$ cat config.mk
export PLATFORM = sky130hd
export DESIGN_NAME = keypad_countdown_timer
export DESIGN_NICKNAME = d
export VERILOG_FILES = /design/src/rtl/core/kct_pkg.sv /design/src/rtl/core/kct_front.sv /design/src/rtl/core/kct_queue.sv /design/src/rtl/core/kct_back.sv /design/src/rtl/core/keypad_countdown_timer.sv
export SDC_FILE = /design/constraint.sdc
export NUM_CORES = 1
export LEC_CHECK = 0
export CORE_UTILIZATION = 45
export DETAILED_ROUTE_END_ITERATION = 16
export DONT_BUFFER_PORTS = 1
export SETUP_SLACK_MARGIN = 0.2
export SYNTH_ARGS = -nofsm -noshare
export SYNTH_HDL_FRONTEND = slang
export SYNTH_HIERARCHICAL = 1
export SYNTH_SLANG_ARGS = --single-unit
$ cat constraint.sdc
create_clock -name clock -period 5.1 [get_ports clock]
set_input_delay 0.255 -clock clock [delete_from_list [all_inputs] [get_ports clock]]
set_output_delay 0.255 -clock clock [all_outputs]
set_load 0.01 [all_outputs]
$ cat src/rtl/core/kct_pkg.sv
`default_nettype none
// ----------------------------------------------------------------------------
// kct_pkg
// Shared types, command codes, key codes and the segment decoder of the
// keypad countdown timer.
// ----------------------------------------------------------------------------
package kct_pkg;

   localparam int NUM_DIGITS_DEF  = 4;
   localparam int QUEUE_DEPTH_DEF = 2;
   localparam int DIGIT_W         = 4;
   localparam int SEG_W           = 7;
   localparam int SEC_W           = 14;
   localparam int TPS_W           = 8;
   localparam int PADDR_W         = 3;
   localparam int PDATA_W         = 32;
   localparam int SEC_MAX_INT     = 16383;

   localparam logic [SEC_W-1:0] SEC_MAX   = SEC_W'(SEC_MAX_INT);
   localparam logic [TPS_W-1:0] TPS_RESET = TPS_W'(40);

   localparam logic OP_KEY  = 1'b0;
   localparam logic OP_TICK = 1'b1;

   localparam logic [DIGIT_W-1:0] KEY_ZERO = 4'd10;
   localparam logic [DIGIT_W-1:0] KEY_STAR = 4'd11;
   localparam logic [DIGIT_W-1:0] KEY_HASH = 4'd12;

   localparam int CMD_W = 3;
   localparam logic [CMD_W-1:0] CMD_NOP   = 3'd0;
   localparam logic [CMD_W-1:0] CMD_DIGIT = 3'd1;
   localparam logic [CMD_W-1:0] CMD_CLEAR = 3'd2;
   localparam logic [CMD_W-1:0] CMD_LOAD  = 3'd3;
   localparam logic [CMD_W-1:0] CMD_TICK  = 3'd4;

   typedef struct packed {
      logic [CMD_W-1:0]   kind;
      logic [DIGIT_W-1:0] digit;
   } cmd_type;

   typedef struct packed {
      logic full;
      logic empty;
   } q_status_type;

   function automatic logic [SEG_W-1:0] seg_of(input logic [DIGIT_W-1:0] d);
      logic [SEG_W-1:0] s;
      case (d)
         4'd0:    s = 7'h3F;
         4'd1:    s = 7'h06;
         4'd2:    s = 7'h5B;
         4'd3:    s = 7'h4F;
         4'd4:    s = 7'h66;
         4'd5:    s = 7'h6D;
         4'd6:    s = 7'h7D;
         4'd7:    s = 7'h07;
         4'd8:    s = 7'h7F;
         4'd9:    s = 7'h6F;
         4'd10:   s = 7'h3F;
         default: s = 7'h00;
      endcase
      return s;
   endfunction

   function automatic int pow10(input int n);
      int r;
      r = 1;
      for (int i = 0; i < n; i++) begin
         r = r * 10;
      end
      return r;
   endfunction

endpackage
`default_nettype wire

$ cat src/rtl/core/kct_front.sv
`default_nettype none
// ----------------------------------------------------------------------------
// kct_front
// Request front end: takes key and tick beats and turns them into commands.
// ----------------------------------------------------------------------------
module kct_front (
   input  wire logic                          req_valid,
   output logic                               req_ready,
   input  wire logic                          req_opcode,
   input  wire logic [kct_pkg::DIGIT_W-1:0]   req_key_code,
   input  wire kct_pkg::q_status_type         q_status,
   output logic                               push,
   output kct_pkg::cmd_type                   push_cmd
);

   assign req_ready = !q_status.full;
   assign push      = req_valid && req_ready;

   always_comb begin
      push_cmd.digit = req_key_code;
      if (req_opcode == kct_pkg::OP_TICK) begin
         push_cmd.kind = kct_pkg::CMD_TICK;
      end else if (req_key_code <= kct_pkg::KEY_ZERO) begin
         push_cmd.kind = kct_pkg::CMD_DIGIT;
      end else if (req_key_code == kct_pkg::KEY_STAR) begin
         push_cmd.kind = kct_pkg::CMD_CLEAR;
      end else if (req_key_code == kct_pkg::KEY_HASH) begin
         push_cmd.kind = kct_pkg::CMD_LOAD;
      end else begin
         push_cmd.kind = kct_pkg::CMD_NOP;
      end
   end

endmodule
`default_nettype wire

$ cat src/rtl/core/kct_queue.sv
`default_nettype none
// ----------------------------------------------------------------------------
// kct_queue
// Short command queue between the front end and the execution back end.
// ----------------------------------------------------------------------------
module kct_queue #(
   parameter int QUEUE_DEPTH = kct_pkg::QUEUE_DEPTH_DEF
) (
   input  wire logic                  clock,
   input  wire logic                  reset,
   input  wire logic                  push,
   input  wire kct_pkg::cmd_type      push_cmd,
   input  wire logic                  pop,
   output kct_pkg::cmd_type           pop_cmd,
   output kct_pkg::q_status_type      q_status
);

   localparam int PTR_W = (QUEUE_DEPTH > 1) ? $clog2(QUEUE_DEPTH) : 1;
   localparam int CNT_W = $clog2(QUEUE_DEPTH + 1);
   localparam logic [PTR_W-1:0] PTR_LAST = PTR_W'(QUEUE_DEPTH - 1);
   localparam logic [CNT_W-1:0] CNT_FULL = CNT_W'(QUEUE_DEPTH);

   kct_pkg::cmd_type  entry_ff [QUEUE_DEPTH];
   logic [PTR_W-1:0]  wr_ptr_ff, wr_ptr_in;
   logic [PTR_W-1:0]  rd_ptr_ff, rd_ptr_in;
   logic [CNT_W-1:0]  count_ff,  count_in;

   assign q_status.full  = (count_ff == CNT_FULL);
   assign q_status.empty = (count_ff == '0);
   assign pop_cmd        = entry_ff[rd_ptr_ff];

   always_comb begin
      wr_ptr_in = wr_ptr_ff;
      rd_ptr_in = rd_ptr_ff;
      count_in  = count_ff;
      if (push) begin
         wr_ptr_in = (wr_ptr_ff == PTR_LAST) ? '0 : wr_ptr_ff + PTR_W'(1);
      end
      if (pop) begin
         rd_ptr_in = (rd_ptr_ff == PTR_LAST) ? '0 : rd_ptr_ff + PTR_W'(1);
      end
      if (push && !pop) begin
         count_in = count_ff + CNT_W'(1);
      end else if (pop && !push) begin
         count_in = count_ff - CNT_W'(1);
      end
   end

   always_ff @(posedge clock) begin
      if (reset) begin
         wr_ptr_ff <= '0;
         rd_ptr_ff <= '0;
         count_ff  <= '0;
      end else begin
         wr_ptr_ff <= wr_ptr_in;
         rd_ptr_ff <= rd_ptr_in;
         count_ff  <= count_in;
      end
   end

   always_ff @(posedge clock) begin
      if (push) begin
         entry_ff[wr_ptr_ff] <= push_cmd;
      end
   end

endmodule
`default_nettype wire

$ cat src/rtl/core/kct_back.sv
`default_nettype none
// ----------------------------------------------------------------------------
// kct_back
// Execution back end: digit store, seconds counter with decimal shadow,
// tick prescaler and the registered result beat.
// ----------------------------------------------------------------------------
module kct_back #(
   parameter int NUM_DIGITS = kct_pkg::NUM_DIGITS_DEF
) (
   input  wire logic                          clock,
   input  wire logic                          reset,
   input  wire logic [kct_pkg::TPS_W-1:0]     ticks_per_second,
   input  wire kct_pkg::cmd_type              cmd,
   input  wire kct_pkg::q_status_type         q_status,
   output logic                               pop,
   output logic                               rsp_valid,
   input  wire logic                          rsp_ready,
   output logic [kct_pkg::DIGIT_W-1:0]        rsp_digit_thousands,
   output logic [kct_pkg::DIGIT_W-1:0]        rsp_digit_hundreds,
   output logic [kct_pkg::DIGIT_W-1:0]        rsp_digit_tens,
   output logic [kct_pkg::DIGIT_W-1:0]        rsp_digit_ones,
   output logic [kct_pkg::SEG_W-1:0]          rsp_seg_thousands,
   output logic [kct_pkg::SEG_W-1:0]          rsp_seg_hundreds,
   output logic [kct_pkg::SEG_W-1:0]          rsp_seg_tens,
   output logic [kct_pkg::SEG_W-1:0]          rsp_seg_ones,
   output logic [kct_pkg::SEC_W-1:0]          rsp_seconds_remaining,
   output logic                               rsp_running,
   output logic                               rsp_finished
);

   localparam int DW     = kct_pkg::DIGIT_W;
   localparam int SW     = kct_pkg::SEC_W;
   localparam int RAW_W  = $clog2(10 ** NUM_DIGITS);
   localparam int SUM_W  = (RAW_W > SW) ? RAW_W : SW;
   localparam int SHOWN  = 4;

   logic [DW-1:0] digit_ff [NUM_DIGITS];
   logic [DW-1:0] digit_in [NUM_DIGITS];
   logic [DW-1:0] bcd_ff   [NUM_DIGITS];
   logic [DW-1:0] bcd_in   [NUM_DIGITS];
   logic [DW-1:0] mapped   [NUM_DIGITS];
   logic [DW-1:0] sat_bcd  [NUM_DIGITS];
   logic [DW-1:0] bcd_dec  [NUM_DIGITS];
   logic [SUM_W-1:0] term  [NUM_DIGITS];
   logic [SUM_W-1:0] sum;
   logic             sat;

   logic [SW-1:0]                  sec_ff, sec_in, sec_dec;
   logic [kct_pkg::TPS_W-1:0]      presc_ff, presc_in, presc_inc;
   logic                           lock_ff, lock_in;
   logic                           run_ff, run_in;
   logic                           done;
   logic                           borrow;

   logic [DW-1:0]                  disp     [SHOWN];
   logic [kct_pkg::SEG_W-1:0]      disp_seg [SHOWN];

   logic                           rsp_valid_ff;
   logic [DW-1:0]                  rsp_digit_ff [SHOWN];
   logic [kct_pkg::SEG_W-1:0]      rsp_seg_ff   [SHOWN];
   logic [SW-1:0]                  rsp_sec_ff;
   logic                           rsp_run_ff;
   logic                           rsp_done_ff;

   assign pop = !q_status.empty && (!rsp_valid_ff || rsp_ready);

   for (genvar i = 0; i < NUM_DIGITS; i++) begin : g_digit
      localparam int SAT_DIGIT =
         (kct_pkg::SEC_MAX_INT / kct_pkg::pow10(NUM_DIGITS - 1 - i)) % 10;
      assign mapped[i]  = (digit_ff[i] == kct_pkg::KEY_ZERO) ? '0 : digit_ff[i];
      assign sat_bcd[i] = DW'(SAT_DIGIT);
      assign term[i]    = SUM_W'(mapped[i]) *
                          SUM_W'(kct_pkg::pow10(NUM_DIGITS - 1 - i));
   end

   always_comb begin
      sum = '0;
      for (int i = 0; i < NUM_DIGITS; i++) begin
         sum = sum + term[i];
      end
   end

   assign sat = (sum > SUM_W'(kct_pkg::SEC_MAX));

   always_comb begin
      borrow = 1'b1;
      for (int i = NUM_DIGITS - 1; i >= 0; i--) begin
         bcd_dec[i] = bcd_ff[i];
         if (borrow) begin
            if (bcd_ff[i] == '0) begin
               bcd_dec[i] = DW'(9);
            end else begin
               bcd_dec[i] = bcd_ff[i] - DW'(1);
               borrow     = 1'b0;
            end
         end
      end
   end

   assign sec_dec   = (sec_ff != '0) ? sec_ff - SW'(1) : sec_ff;
   assign presc_inc = presc_ff + kct_pkg::TPS_W'(1);

   always_comb begin
      digit_in = digit_ff;
      bcd_in   = bcd_ff;
      sec_in   = sec_ff;
      presc_in = presc_ff;
      lock_in  = lock_ff;
      run_in   = run_ff;
      done     = 1'b0;
      case (cmd.kind)
         kct_pkg::CMD_DIGIT: begin
            if (!lock_ff) begin
               for (int i = 0; i < NUM_DIGITS - 1; i++) begin
                  digit_in[i] = digit_ff[i + 1];
               end
               digit_in[NUM_DIGITS - 1] = cmd.digit;
            end
         end
         kct_pkg::CMD_CLEAR: begin
            for (int i = 0; i < NUM_DIGITS; i++) begin
               digit_in[i] = '0;
            end
            run_in  = 1'b0;
            lock_in = 1'b0;
         end
         kct_pkg::CMD_LOAD: begin
            digit_in = mapped;
            lock_in  = 1'b1;
            if (sat) begin
               sec_in = kct_pkg::SEC_MAX;
               bcd_in = sat_bcd;
            end else begin
               sec_in = sum[SW-1:0];
               bcd_in = mapped;
            end
            if (sum != '0) begin
               run_in = 1'b1;
            end else begin
               lock_in = 1'b0;
            end
         end
         kct_pkg::CMD_TICK: begin
            if (run_ff) begin
               if (presc_inc == ticks_per_second) begin
                  sec_in   = sec_dec;
                  bcd_in   = bcd_dec;
                  digit_in = bcd_dec;
                  presc_in = '0;
                  if (sec_dec == '0) begin
                     run_in  = 1'b0;
                     lock_in = 1'b0;
                     done    = 1'b1;
                  end
               end else begin
                  presc_in = presc_inc;
               end
            end
         end
         default: begin
         end
      endcase
   end

   for (genvar k = 0; k < SHOWN; k++) begin : g_disp
      if (k >= SHOWN - NUM_DIGITS) begin : g_on
         assign disp[k]     = digit_in[NUM_DIGITS - SHOWN + k];
         assign disp_seg[k] = kct_pkg::seg_of(disp[k]);
      end else begin : g_off
         assign disp[k]     = '0;
         assign disp_seg[k] = '0;
      end
   end

   always_ff @(posedge clock) begin
      if (reset) begin
         for (int i = 0; i < NUM_DIGITS; i++) begin
            digit_ff[i] <= '0;
            bcd_ff[i]   <= '0;
         end
         sec_ff       <= '0;
         presc_ff     <= '0;
         lock_ff      <= 1'b0;
         run_ff       <= 1'b0;
         rsp_valid_ff <= 1'b0;
      end else begin
         if (pop) begin
            digit_ff <= digit_in;
            bcd_ff   <= bcd_in;
            sec_ff   <= sec_in;
            presc_ff <= presc_in;
            lock_ff  <= lock_in;
            run_ff   <= run_in;
         end
         if (pop) begin
            rsp_valid_ff <= 1'b1;
         end else if (rsp_ready) begin
            rsp_valid_ff <= 1'b0;
         end
      end
   end

   always_ff @(posedge clock) begin
      if (pop) begin
         for (int k = 0; k < SHOWN; k++) begin
            rsp_digit_ff[k] <= disp[k];
            rsp_seg_ff[k]   <= disp_seg[k];
         end
         rsp_sec_ff  <= sec_in;
         rsp_run_ff  <= run_in;
         rsp_done_ff <= done;
      end
   end

   assign rsp_valid             = rsp_valid_ff;
   assign rsp_digit_thousands   = rsp_digit_ff[0];
   assign rsp_digit_hundreds    = rsp_digit_ff[1];
   assign rsp_digit_tens        = rsp_digit_ff[2];
   assign rsp_digit_ones        = rsp_digit_ff[3];
   assign rsp_seg_thousands     = rsp_seg_ff[0];
   assign rsp_seg_hundreds      = rsp_seg_ff[1];
   assign rsp_seg_tens          = rsp_seg_ff[2];
   assign rsp_seg_ones          = rsp_seg_ff[3];
   assign rsp_seconds_remaining = rsp_sec_ff;
   assign rsp_running           = rsp_run_ff;
   assign rsp_finished          = rsp_done_ff;

endmodule
`default_nettype wire

$ cat src/rtl/core/keypad_countdown_timer.sv
`default_nettype none
// ----------------------------------------------------------------------------
// keypad_countdown_timer
// Keypad entered countdown timer with seven-segment digit patterns. Each
// request beat is either a key event or a tick and yields exactly one
// response beat carrying the shown digits, their patterns, the seconds left
// and the running and finished flags. The block takes one request beat per
// cycle while the command queue is not full; a response passes through the
// command queue and then the response register, and the queue and the
// response register let either side stall alone. ticks_per_second sits at
// addresses 0 to 3 of the register port (paddr[2] low) and reads back there.
// ----------------------------------------------------------------------------
module keypad_countdown_timer #(
   parameter int NUM_DIGITS  = kct_pkg::NUM_DIGITS_DEF,
   parameter int QUEUE_DEPTH = kct_pkg::QUEUE_DEPTH_DEF
) (
   input  wire logic                          clock,
   input  wire logic                          reset,
   input  wire logic                          req_valid,
   output logic                               req_ready,
   input  wire logic                          req_opcode,
   input  wire logic [kct_pkg::DIGIT_W-1:0]   req_key_code,
   output logic                               rsp_valid,
   input  wire logic                          rsp_ready,
   output logic [kct_pkg::DIGIT_W-1:0]        rsp_digit_thousands,
   output logic [kct_pkg::DIGIT_W-1:0]        rsp_digit_hundreds,
   output logic [kct_pkg::DIGIT_W-1:0]        rsp_digit_tens,
   output logic [kct_pkg::DIGIT_W-1:0]        rsp_digit_ones,
   output logic [kct_pkg::SEG_W-1:0]          rsp_seg_thousands,
   output logic [kct_pkg::SEG_W-1:0]          rsp_seg_hundreds,
   output logic [kct_pkg::SEG_W-1:0]          rsp_seg_tens,
   output logic [kct_pkg::SEG_W-1:0]          rsp_seg_ones,
   output logic [kct_pkg::SEC_W-1:0]          rsp_seconds_remaining,
   output logic                               rsp_running,
   output logic                               rsp_finished,
   input  wire logic                          psel,
   input  wire logic                          penable,
   input  wire logic                          pwrite,
   input  wire logic [kct_pkg::PADDR_W-1:0]   paddr,
   input  wire logic [kct_pkg::PDATA_W-1:0]   pwdata,
   output logic [kct_pkg::PDATA_W-1:0]        prdata,
   output logic                               pready
);

   localparam int TW = kct_pkg::TPS_W;

   logic [TW-1:0]          tps_ff, tps_in;
   logic                   reg_sel;
   logic                   push;
   logic                   pop;
   kct_pkg::cmd_type       push_cmd;
   kct_pkg::cmd_type       pop_cmd;
   kct_pkg::q_status_type  q_status;

   assign pready  = 1'b1;
   assign reg_sel = (paddr[kct_pkg::PADDR_W-1] == 1'b0);
   assign prdata  = reg_sel ? kct_pkg::PDATA_W'(tps_ff) : '0;

   always_comb begin
      tps_in = tps_ff;
      if (psel && penable && pwrite && pready && reg_sel) begin
         tps_in = pwdata[TW-1:0];
      end
   end

   always_ff @(posedge clock) begin
      if (reset) begin
         tps_ff <= kct_pkg::TPS_RESET;
      end else begin
         tps_ff <= tps_in;
      end
   end

   kct_front u_front (
      .req_valid    (req_valid),
      .req_ready    (req_ready),
      .req_opcode   (req_opcode),
      .req_key_code (req_key_code),
      .q_status     (q_status),
      .push         (push),
      .push_cmd     (push_cmd)
   );

   kct_queue #(
      .QUEUE_DEPTH (QUEUE_DEPTH)
   ) u_queue (
      .clock    (clock),
      .reset    (reset),
      .push     (push),
      .push_cmd (push_cmd),
      .pop      (pop),
      .pop_cmd  (pop_cmd),
      .q_status (q_status)
   );

   kct_back #(
      .NUM_DIGITS (NUM_DIGITS)
   ) u_back (
      .clock                 (clock),
      .reset                 (reset),
      .ticks_per_second      (tps_ff),
      .cmd                   (pop_cmd),
      .q_status              (q_status),
      .pop                   (pop),
      .rsp_valid             (rsp_valid),
      .rsp_ready             (rsp_ready),
      .rsp_digit_thousands   (rsp_digit_thousands),
      .rsp_digit_hundreds    (rsp_digit_hundreds),
      .rsp_digit_tens        (rsp_digit_tens),
      .rsp_digit_ones        (rsp_digit_ones),
      .rsp_seg_thousands     (rsp_seg_thousands),
      .rsp_seg_hundreds      (rsp_seg_hundreds),
      .rsp_seg_tens          (rsp_seg_tens),
      .rsp_seg_ones          (rsp_seg_ones),
      .rsp_seconds_remaining (rsp_seconds_remaining),
      .rsp_running           (rsp_running),
      .rsp_finished          (rsp_finished)
   );

   a_finish_stops: assert property (@(posedge clock) disable iff (reset)
      (rsp_valid && rsp_finished) |-> (!rsp_running && rsp_seconds_remaining == '0))
      else $error("finished beat with count still active");

   a_queue_status: assert property (@(posedge clock) disable iff (reset)
      !(q_status.full && q_status.empty))
      else $error("queue reports full and empty");

   a_pop_to_rsp: assert property (@(posedge clock) disable iff (reset)
      pop |=> rsp_valid)
      else $error("dequeued command produced no response beat");

   a_push_fills: assert property (@(posedge clock) disable iff (reset)
      (req_valid && req_ready) |=> !q_status.empty)
      else $error("accepted request beat missing from queue");

endmodule
`default_nettype wire
# [Word level (Yosys, flattened, before mapping)]
# Memories as Yosys holds them, arrays and structs flattened. A register that Yosys moved wholly into a read port is not among the register bits.
# Index checks and enable logic that the tools add are counted.
[word_totals] register_bits=85 ramBits=58 romBits=448 in_bits=47 output_inout_bits=95 word_cells=148 memories=7
[op_classes] addsub=13 mul=3 n_lt_le_gt_ge=2 n_eq_ne=15 n_mux=58 bitwise=1 n_reduce_logical=29
[mem_list] memory="(no name shown)" depth=16 word_bits=7 read_ports=1 rd_clocked_by_memory_dff=0 write_ports=0 line_no="kct_pkg.sv:48" rtl="case (d)"
[mem_list] memory="(no name shown)" depth=16 word_bits=7 read_ports=1 rd_clocked_by_memory_dff=0 write_ports=0 line_no="kct_pkg.sv:48"
[mem_list] memory="(no name shown)" depth=16 word_bits=7 read_ports=1 rd_clocked_by_memory_dff=0 write_ports=0 line_no="kct_pkg.sv:48"
[mem_list] memory="(no name shown)" depth=16 word_bits=7 read_ports=1 rd_clocked_by_memory_dff=0 write_ports=0 line_no="kct_pkg.sv:48"
[mem_list] memory="u_back.rsp_seg_ff" depth=4 word_bits=7 read_ports=4 rd_clocked_by_memory_dff=0 write_ports=4 line_no="kct_back.sv:60" rtl="logic [kct_pkg::SEG_W-1:0] rsp_seg_ff [SHOWN];"
[mem_list] memory="u_back.rsp_digit_ff" depth=4 word_bits=4 read_ports=4 rd_clocked_by_memory_dff=0 write_ports=4 line_no="kct_back.sv:59" rtl="logic [DW-1:0] rsp_digit_ff [SHOWN];"
[mem_list] memory="1 more memories"
[ops] op="$mux 16" n=6
[ops] op="$pmux 16 s4" n=1
[ops] op="$mux 14" n=4
[ops] op="$mux 4" n=11
[ops] op="$pmux 16 s2" n=1
[ops] op="$pmux 14 s2" n=1
[ops] op="$reduce_bool 14->1" n=2
[ops] op="$eq 4x4->1 const B" n=6
[ops] op="$mux 1" n=24
[ops] op="$logic_not 4->1" n=4
[ops] op="$mux 8" n=2
[ops] op="$sub 4x1->4 const B" n=4
[ops] op="$add 14x11->14" n=1
[ops] op="$add 14x4->14" n=1
[ops] op="$add 14x8->14" n=1
[ops] op="$gt 14x14->1 const B" n=1
[ops] op="$logic_not 14->1" n=1
[ops] op="$sub 14x1->14 const B" n=1
[ops] op="$mul 4x7->11 const B" n=1
[ops] op="$mul 4x5->9 const B" n=1
[ops] op="$mux 3" n=3
[ops] op="$add 8x1->8 const B" n=1
[ops] op="$eq 8x8->1" n=1
[ops] op="$logic_and 1x1->1" n=7
[ops] op="21 further kinds" n=35

# [Logic depth before layout (Yosys ltp)]
# Gate-level depths: netlist (run 1).
[logic_depth] depth_word=9 mapped_depth=24 mapped_depth_nobuf=23

# [Modules after synthesis]
# Netlist (run 1), hierarchy kept.
[by_module_without_submodules] module="kct_back" n_inst=1 cells_each=1032 area_per_inst_um2=8844.7 seq_area_each_um2=2942.8
[by_module_without_submodules] module="kct_queue" n_inst=1 cells_each=44 area_per_inst_um2=711.9 seq_area_each_um2=520.5
[by_module_without_submodules] module="keypad_countdown_timer" n_inst=1 cells_each=70 area_per_inst_um2=620.6 seq_area_each_um2=160.2
[by_module_without_submodules] module="kct_front" n_inst=1 cells_each=13 area_per_inst_um2=90.1 seq_area_each_um2=0.0

# [Worst setup path before layout (run 1)]
# OpenSTA, ideal clock, no wires.
[synth_path] path_kind="reg-to-reg" from="register u_back/digit_ff[12] in the netlist's numbering" to="register u_back.rsp_run_ff (netlist: u_back/rsp_running) (data pin)" setup_ps=275 arrival_ps=5308 required_ps=4825 slack_ps=-483 path_stages_with_launch=25 path_cell_list="dfxtp_1 > clkbuf_1 > nor2_1 > a21boi_0 > ha_1 > inv_1 > ha_1 > inv_1 > fa_1 > inv_1 > ha_1 > nor2b_1 > o21ai_0 > nand2b_1 > xnor2_1 > ha_1 > ha_1 > ha_1 > a21o_1 > a21oi_1 > o21ai_0 > xor2_1 > or4_1 > o31ai_1 > o21ai_0"
[synth_between] elab_chain_cells=9
[synth_lines] item="start: declaration" line_no="kct_back.sv:37" rtl="logic [DW-1:0] digit_ff [NUM_DIGITS];"
[synth_lines] item="start signal: assignment" line_no="kct_back.sv:188" rtl="digit_ff <= digit_in;"
[synth_lines] item="$eq 4x4->1" line_no="kct_back.sv:70" rtl="assign mapped[i] = (digit_ff[i] == kct_pkg::KEY_ZERO) ? '0 : digit_ff[i];"
[synth_lines] item="$mux 4 *" line_no="kct_back.sv:70"
[synth_lines] item="$mul 4x7->11 *" line_no="kct_back.sv:72" rtl="assign term[i] = SUM_W'(mapped[i]) *"
[synth_lines] item="$add 14x11->14 *" line_no="kct_back.sv:79" rtl="sum = sum + term[i];"
[synth_lines] item="$add 14x8->14 *" line_no="kct_back.sv:79"
[synth_lines] item="$add 14x4->14 *" line_no="kct_back.sv:79"
[synth_lines] item="$reduce_bool 14->1 *" line_no="kct_back.sv:137" rtl="if (sum != '0) begin"
[synth_lines] item="$mux 1 *" line_no="kct_back.sv:137"
[synth_lines] item="$pmux 1 s3 *" line_no="kct_back.sv:111" rtl="case (cmd.kind)"
[synth_lines] item="named net u_back.run_in" line_no="kct_back.sv:51" rtl="logic run_ff, run_in;"
[synth_lines] item="end signal: assignment" line_no="kct_back.sv:210" rtl="rsp_run_ff <= run_in;"
[synth_lines] item="end: declaration" line_no="kct_back.sv:62" rtl="logic rsp_run_ff;"
# Mark *: on every way through the listed nets, which the timed path passes. The rest lies on a longest branch.
# A chain may end at the register's enable or synchronous reset.

# [Worst setup path in the final report (run 1)]
[layout_path] from="register u_back/digit_ff[14] in the netlist's numbering" to="register u_back.rsp_run_ff (netlist: u_back/rsp_running) (data pin)"
# The elaborated chain is that of the path after synthesis.

==> reports/metrics.cfg, run 1 <==
[grt]
use_met2 = 0.366
grtUsageTotal = 0.218
grt_max_degree = 60
antenna_found_initial = 0
grt_pass1_vias = 8013
busiest_layer = met2
met3_usage = 0.0343
use_met1 = 0.283
gr-total-overflow = 0
grt_pass1_wl_mm = 41.0

[sta]
rsz0062_at_grt = true
period_needed_ps = 5030
period_share = 0.987
worst_slew_pin_slew_ps = 1050
finalSetupViolations = 0
whs_ps = 13.0
tns_ps = 0
finalMaxSlewViolations = 0
finalWorstSetupSlack_ps = 67.2
skew_ps = 13.0
fmax_ghz = 0.199
final_hold_viol_count = 0
slew_headroom = 0.288

[die]
num_rows = 54
core-area_um2 = 22100
ios = 142
die_h_um = 153
start_util = 0.465
die_w_um = 153
die_area_um2 = 23400

[yosys]
synth.cell_area_um2 = 10300
yosys-top-cells-area = edfxtp_1, dfxtp_1, ha_1
ys_ff_latch = 144
synth_edf_count = 74
yosysSeqAreaShare = 0.353
ys.flop_type = edfxtp_1
async_reset_ff_frac = 0
yosysWarnings = 6
yosysTopAreaCellShare = 0.216
synth_commonest_cells = nor2_1, nand2_1, inv_1
syn_avg_cell_area_um2 = 8.86
yosysMostFrequentCell = nor2_1
synth_cell_type_count = 91
synth_cells = 1159
synth_top_area_cell = edfxtp_1

[worst_setup_path]
cp-end-kind = register
crit_fanout = 5
crit_type = register to register
cp_cell_sequence = nor2_4, a21boi_4, buf_6, ha_4, ha_4, ha_4, inv_2, fa_1, inv_2, fa_1, ha_4, ha_4, nand3_4, a21oi_4, o21a_1, nor2_1, or3_1, or4_4, o31ai_4, buf_6, o21ai_2
path_common_cell = ha_4
rr_worst_depth = 21
cp_slowest_cell = fa_1
crit_path_start_kind = register
rr_endpoint = u_back/rsp_running
worstPathArrival_ps = 5200
critPathMaxStageDelay_ps = 550
r2r-start = u_back/digit_ff[14]
crit_required_ps = 5270
ff2ff_setup_slack_ps = 70
crit_start = u_back/digit_ff[14]

[layout]
fill_cells = 1978
nets = 1315
diodes = 0
post-route-util = 0.530
syn2layout_area_growth_pct = 14.0
drive_gt1_frac = 0.156
multiInputGateArea_um2 = 6230
ff_latch_area_um2 = 3630
design_area_um2 = 11700
stdcell_count = 1471

[power]
power.switching_mw = 4.39
netSwitchingFraction = 0.458
p_leak_nw = 4.63
power.total_mw = 9.57
seqPwrFrac = 0.235
internal-power_mw = 5.18
peakVddDrop_mv = 0.511
pwr-share-comb = 0.637
pwr-share-clk = 0.129
power.density_nw_per_um2 = 818

[place]
dp_hpwl_mm = 17.2
io_buffers = 0
place_ws_ps = 104
finalWeightedCongestion = 0.904
dp.cells = 1413
place_area_um2 = 10700

[detailed_routing]
drtAntennaViolNets = 0
num_vias = 8332
post_drt_wl_per_cell_um = 17.0
routed_via_density = 5.66
finalWirelength_mm = 25.0
drt_pass1_iterations = 5
drt_iter0_markers = 595
drc = 0

[clocking]
clockRootBuffer = clkbuf_16
clkSinkCount = 144
clkSlewWorstSetupHoldPaths_ps = 70
cts_max_level = 4
cts_tree = yes
cts_buffers = 17
insertion_delay_ps = 430
cts_buffer_depth = 2

[worst_hold_path]
holdCritStartpoint = reset
hold_depth = 2
whs_endpoint = tps_ff[0]
hold_path.class = input port to register

[job]
cap_violations = 0

[outcome]
status = completed

power groups by stage:
stage / clock, mW / combinational (mW) / sequential (mW)
final: 1.23 / 6.09 / 2.25
after global routing: 1.31 / 6.80 / 2.30
after CTS: 1.26 / 5.81 / 2.24
after detailed placement: 0 / 5.72 / 2.26
after global placement: 0 / 5.66 / 2.26
after floorplan: 0 / 4.49 / 2.16
sequential cells by signal, indices dropped and copies added (netlist names), named ones only:
signal,flops
u_queue/rd_ptr_ff,1
u_back/rsp_valid,1
u_back/rsp_seg_ff,28
u_back/sec_ff,14
u_back/rsp_running,1
u_back/bcd_ff,16
u_queue/entry_ff,14
u_back/presc_ff,8
u_queue/count_ff,2
u_back/digit_ff,16
tps_ff,8
u_back/lock_ff,1
u_queue/wr_ptr_ff,1
u_back/rsp_seconds_remaining,14
u_back/rsp_finished,1
u_back/rsp_digit_ff,16
u_back/run_ff,1
cell type report:
| type | count | area share |
|---|---|---|
| clock buffers | 22 | 0.0406 |
| clock inverters | 10 | 0.00844 |
| inverters | 83 | 0.0270 |
| well taps | 280 | 0.0299 |
| repair buffers | 71 | 0.0509 |
| flip-flops and latches | 144 | 0.310 |
| multi-input cells | 861 | 0.533 |
critical path, delay by kind of cell (launching register included):
| kind | cells | cell delay, ps |
|---|---|---|
| AOI/OAI and AO/OA | 5 | 690 |
| adders and majority gates | 7 | 2250 |
| buffers and inverters | 4 | 340 |
| DFF | 1 | 360 |
| and+or+nand+nor | 5 | 1100 |
cells in the final DEF, fill, tap and decap left out, types with 28 or more instances in the layout:
cell type	count
edfxtp_1	74
nor3_1	35
nand2_1	97
a21oi_1	69
ha_1	59
nand3_1	28
o21ai_0	54
inv_1	73
xnor2_1	29
nor2_1	118
dfxtp_1	66
buf_4	54
logic make-up after synthesis:
family	count (synthesis)	synth area share
AND/OR/NAND/NOR	393	0.188
AO/OA/AOI/OAI	281	0.189
buffers and inverters	177	0.0816
flip-flops	144	0.353
adder cells (fa/ha/maj)	91	0.122
XOR/XNOR	42	0.0358
multiplexers	29	0.0300
other	2	0.000731
worst max-delay path by stage:
stage	to	slack, ps
detailed placement	u_back/rsp_running	100
floorplan	u_back/rsp_running	220
finish	u_back/rsp_running	70
global route	u_back/rsp_running	-70
global placement	u_back/rsp_running	120
CTS	u_back/rsp_running	160
layer usage:
metal	share of wire	vias up
met1	0.46	3943
met4	0.019	0
met5	0	-
met2	0.48	249
met3	0.043	40
li1	-	4100
timing repair:
item | 4_1_cts | 5_1_grt
hold buffers | 15 | 0
pin swaps | 6 | 26
gates resized for setup | 4 | 25
buffers inserted | 3 | 8
setup endpoints to repair | 5 | 5
hold endpoints to repair | 70 | 0
(Power assumes the default switching activity.)
==> inputs of run 2 (changes only) <==
- ABC_AREA: not set -> 1
==> reports/metrics.cfg, run 2 <==
[outcome]
status = completed

[sta]
fmax_ghz = 0.212
finalSetupViolations = 0
skew_ps = 11.9
tns_ps = 0
slew_headroom = 0.340
final_hold_viol_count = 0
rsz0062_at_grt = false
period_needed_ps = 4730
whs_ps = 39.4
finalMaxSlewViolations = 0
period_share = 0.927
worst_slew_pin_slew_ps = 989

[yosys]
synth_top_area_cell = edfxtp_1
synth.cell_area_um2 = 10800
synth_cells = 1442
yosys-top-cells-area = edfxtp_1, dfxtp_1, nand2_1
ys.flop_type = edfxtp_1
synth_edf_count = 74
syn_avg_cell_area_um2 = 7.49
yosysTopAreaCellShare = 0.206
yosysWarnings = 6
ys_ff_latch = 144
yosysMostFrequentCell = nand2_1
synth_cell_type_count = 54
async_reset_ff_frac = 0
yosysSeqAreaShare = 0.336
synth_commonest_cells = nand2_1, inv_1, nand3_1

[detailed_routing]
finalWirelength_mm = 26.9
drt_iter0_markers = 635
routed_via_density = 5.17
drc = 0
post_drt_wl_per_cell_um = 15.1
num_vias = 9184
drtAntennaViolNets = 0
drt_pass1_iterations = 5

[worst_setup_path]
crit_type = register to register
rr_endpoint = u_back/rsp_running
worstPathArrival_ps = 4900
ff2ff_setup_slack_ps = 370
r2r-start = u_back/digit_ff[14]
rr_worst_depth = 25
crit_required_ps = 5270
crit_fanout = 4
crit_path_start_kind = register
cp-end-kind = register

[place]
finalWeightedCongestion = 0.904
io_buffers = 0
dp_hpwl_mm = 19.2

[layout]
layout_common_cells = nand2_1, inv_1, nand3_1
diodes = 0
largest_register = u_back/rsp_seg_ff
syn2layout_area_growth_pct = 9.28
drive_gt1_frac = 0.120
largest_register_ffs = 28
final_common_cell = nand2_1
nets = 1582

[die]
die_w_um = 157
die_h_um = 157
start_util = 0.460
num_rows = 56
ios = 142
core-area_um2 = 23500
die_area_um2 = 24600

[clocking]
cts_max_level = 4
clkSlewWorstSetupHoldPaths_ps = 70
clockRootBuffer = clkbuf_16
cts_buffer_depth = 2
clkSinkCount = 144
insertion_delay_ps = 430
cts_buffers = 17
cts_tree = yes

[grt]
gr-total-overflow = 0
antenna_found_initial = 1
grt_pass1_vias = 8371
grt_pass1_wl_mm = 43.0
grt_max_degree = 66
grtUsageTotal = 0.223

[worst_hold_path]
whs_endpoint = u_back/rsp_valid
hold_path.class = input port to register
holdCritStartpoint = rsp_ready
hold_depth = 3

[job]
cap_violations = 0

run 2: changes by cell type in the layout (fill, tap and decap cells not counted), moves of 14 or more:
cell / before / now
inv_1: 73 / 223
xnor2_1: 29 / 11
nand2_1: 97 / 297
mux2i_1: 17 / 0
nand2b_1: 24 / 0
nand3_1: 28 / 106
nand2_2: 1 / 19
o21ai_0: 54 / 81
or3_1: 16 / 0
nor2_1: 118 / 104
nor3_1: 35 / 10
a21oi_1: 69 / 90
buf_4: 54 / 29
run 2: how the worst max path moves through the flow:
stage                             start                  to  slack, ps  depth (start not counted)
global route        u_back/digit_ff[14]       u_back/run_ff        150                         27
floorplan           u_back/digit_ff[12]  u_back/rsp_running        330                         26
detailed placement  u_back/digit_ff[14]  u_back/rsp_running         70                         26
global placement    u_back/digit_ff[14]  u_back/rsp_running        140                         26
CTS                 u_back/digit_ff[14]  u_back/rsp_running        220                         27
finish              u_back/digit_ff[14]  u_back/rsp_running        370                         25
run 2: logic make-up after synthesis:
| group | after synthesis | share of synthesized area |
|---|---|---|
| adders and majority gates | 90 | 0.115 |
| AOI/OAI and AO/OA | 246 | 0.128 |
| muxes | 7 | 0.00730 |
| other | 2 | 0.000695 |
| xor gates and xnor gates | 28 | 0.0227 |
| DFF | 144 | 0.336 |
| buffers and inverters | 318 | 0.132 |
| and+or+nand+nor | 607 | 0.259 |
run 2: stage by stage:
stage | setup slack, ps | area [µm²] | cells | utilization
after global placement | 136 | 11000 | 1735 | 0.469
after floorplan | 326 | 10900 | 1465 | -
final | 372 | 11800 | 1777 | 0.503
after global routing | 147 | 11800 | 1777 | 0.503
after detailed placement | 72.6 | 11000 | 1735 | 0.469
after CTS | 216 | 11700 | 1776 | 0.498
run 2: cell type report:
cell class / instances / area, µm²
Fill cell: 2325 / 11700
Multi-Input combinational cell: 1003 / 5980
Sequential cell: 144 / 3620
Inverter: 241 / 913
Clock buffer: 20 / 480
Tap cell: 319 / 399
Timing Repair Buffer: 38 / 318
Clock inverter: 12 / 90.1
run 2: worst max-delay path, cell delays in order (launching register included):
cell and delay (ps):
dfxtp_1 340, nor2_2 160, a21oi_2 80, ha_1 280, inv_1 50, ha_1 280
inv_1 70, fa_1 510, inv_1 70, ha_4 260, a21oi_1 140, nor2_1 50
nor2_1 180, xnor2_1 140, inv_1 50, ha_1 270, ha_2 300, ha_4 280
inv_2 50, o21ai_1 160, a21o_1 130, a21oi_1 60, o21ai_1 170, nand3_2 130
a21oi_4 170, nand3_1 80
run 2: what timing repair did:
action | in CTS | in global routing
buffers inserted | 0 | 1
setup endpoints to repair | 3 | 10
gates cloned | 0 | 0
pin swaps | 0 | 6
gates resized for setup | 3 | 21
endpoints found under the hold margin | 43 | 0
hold buffers | 9 | 0
run 2: per-layer routing:
layer,up-vias,routed length [µm],GRT usage
li1,4664,-,-
met2,256,12500,0.376
met1,4235,12600,0.295
met5,-,13,0
met3,27,1370,0.0339
met4,2,370,0.0607
Power of run 2 is left out: the tool's default activity adds up to more than one toggle a clock period on the data nets, which glitch-free logic cannot reach.
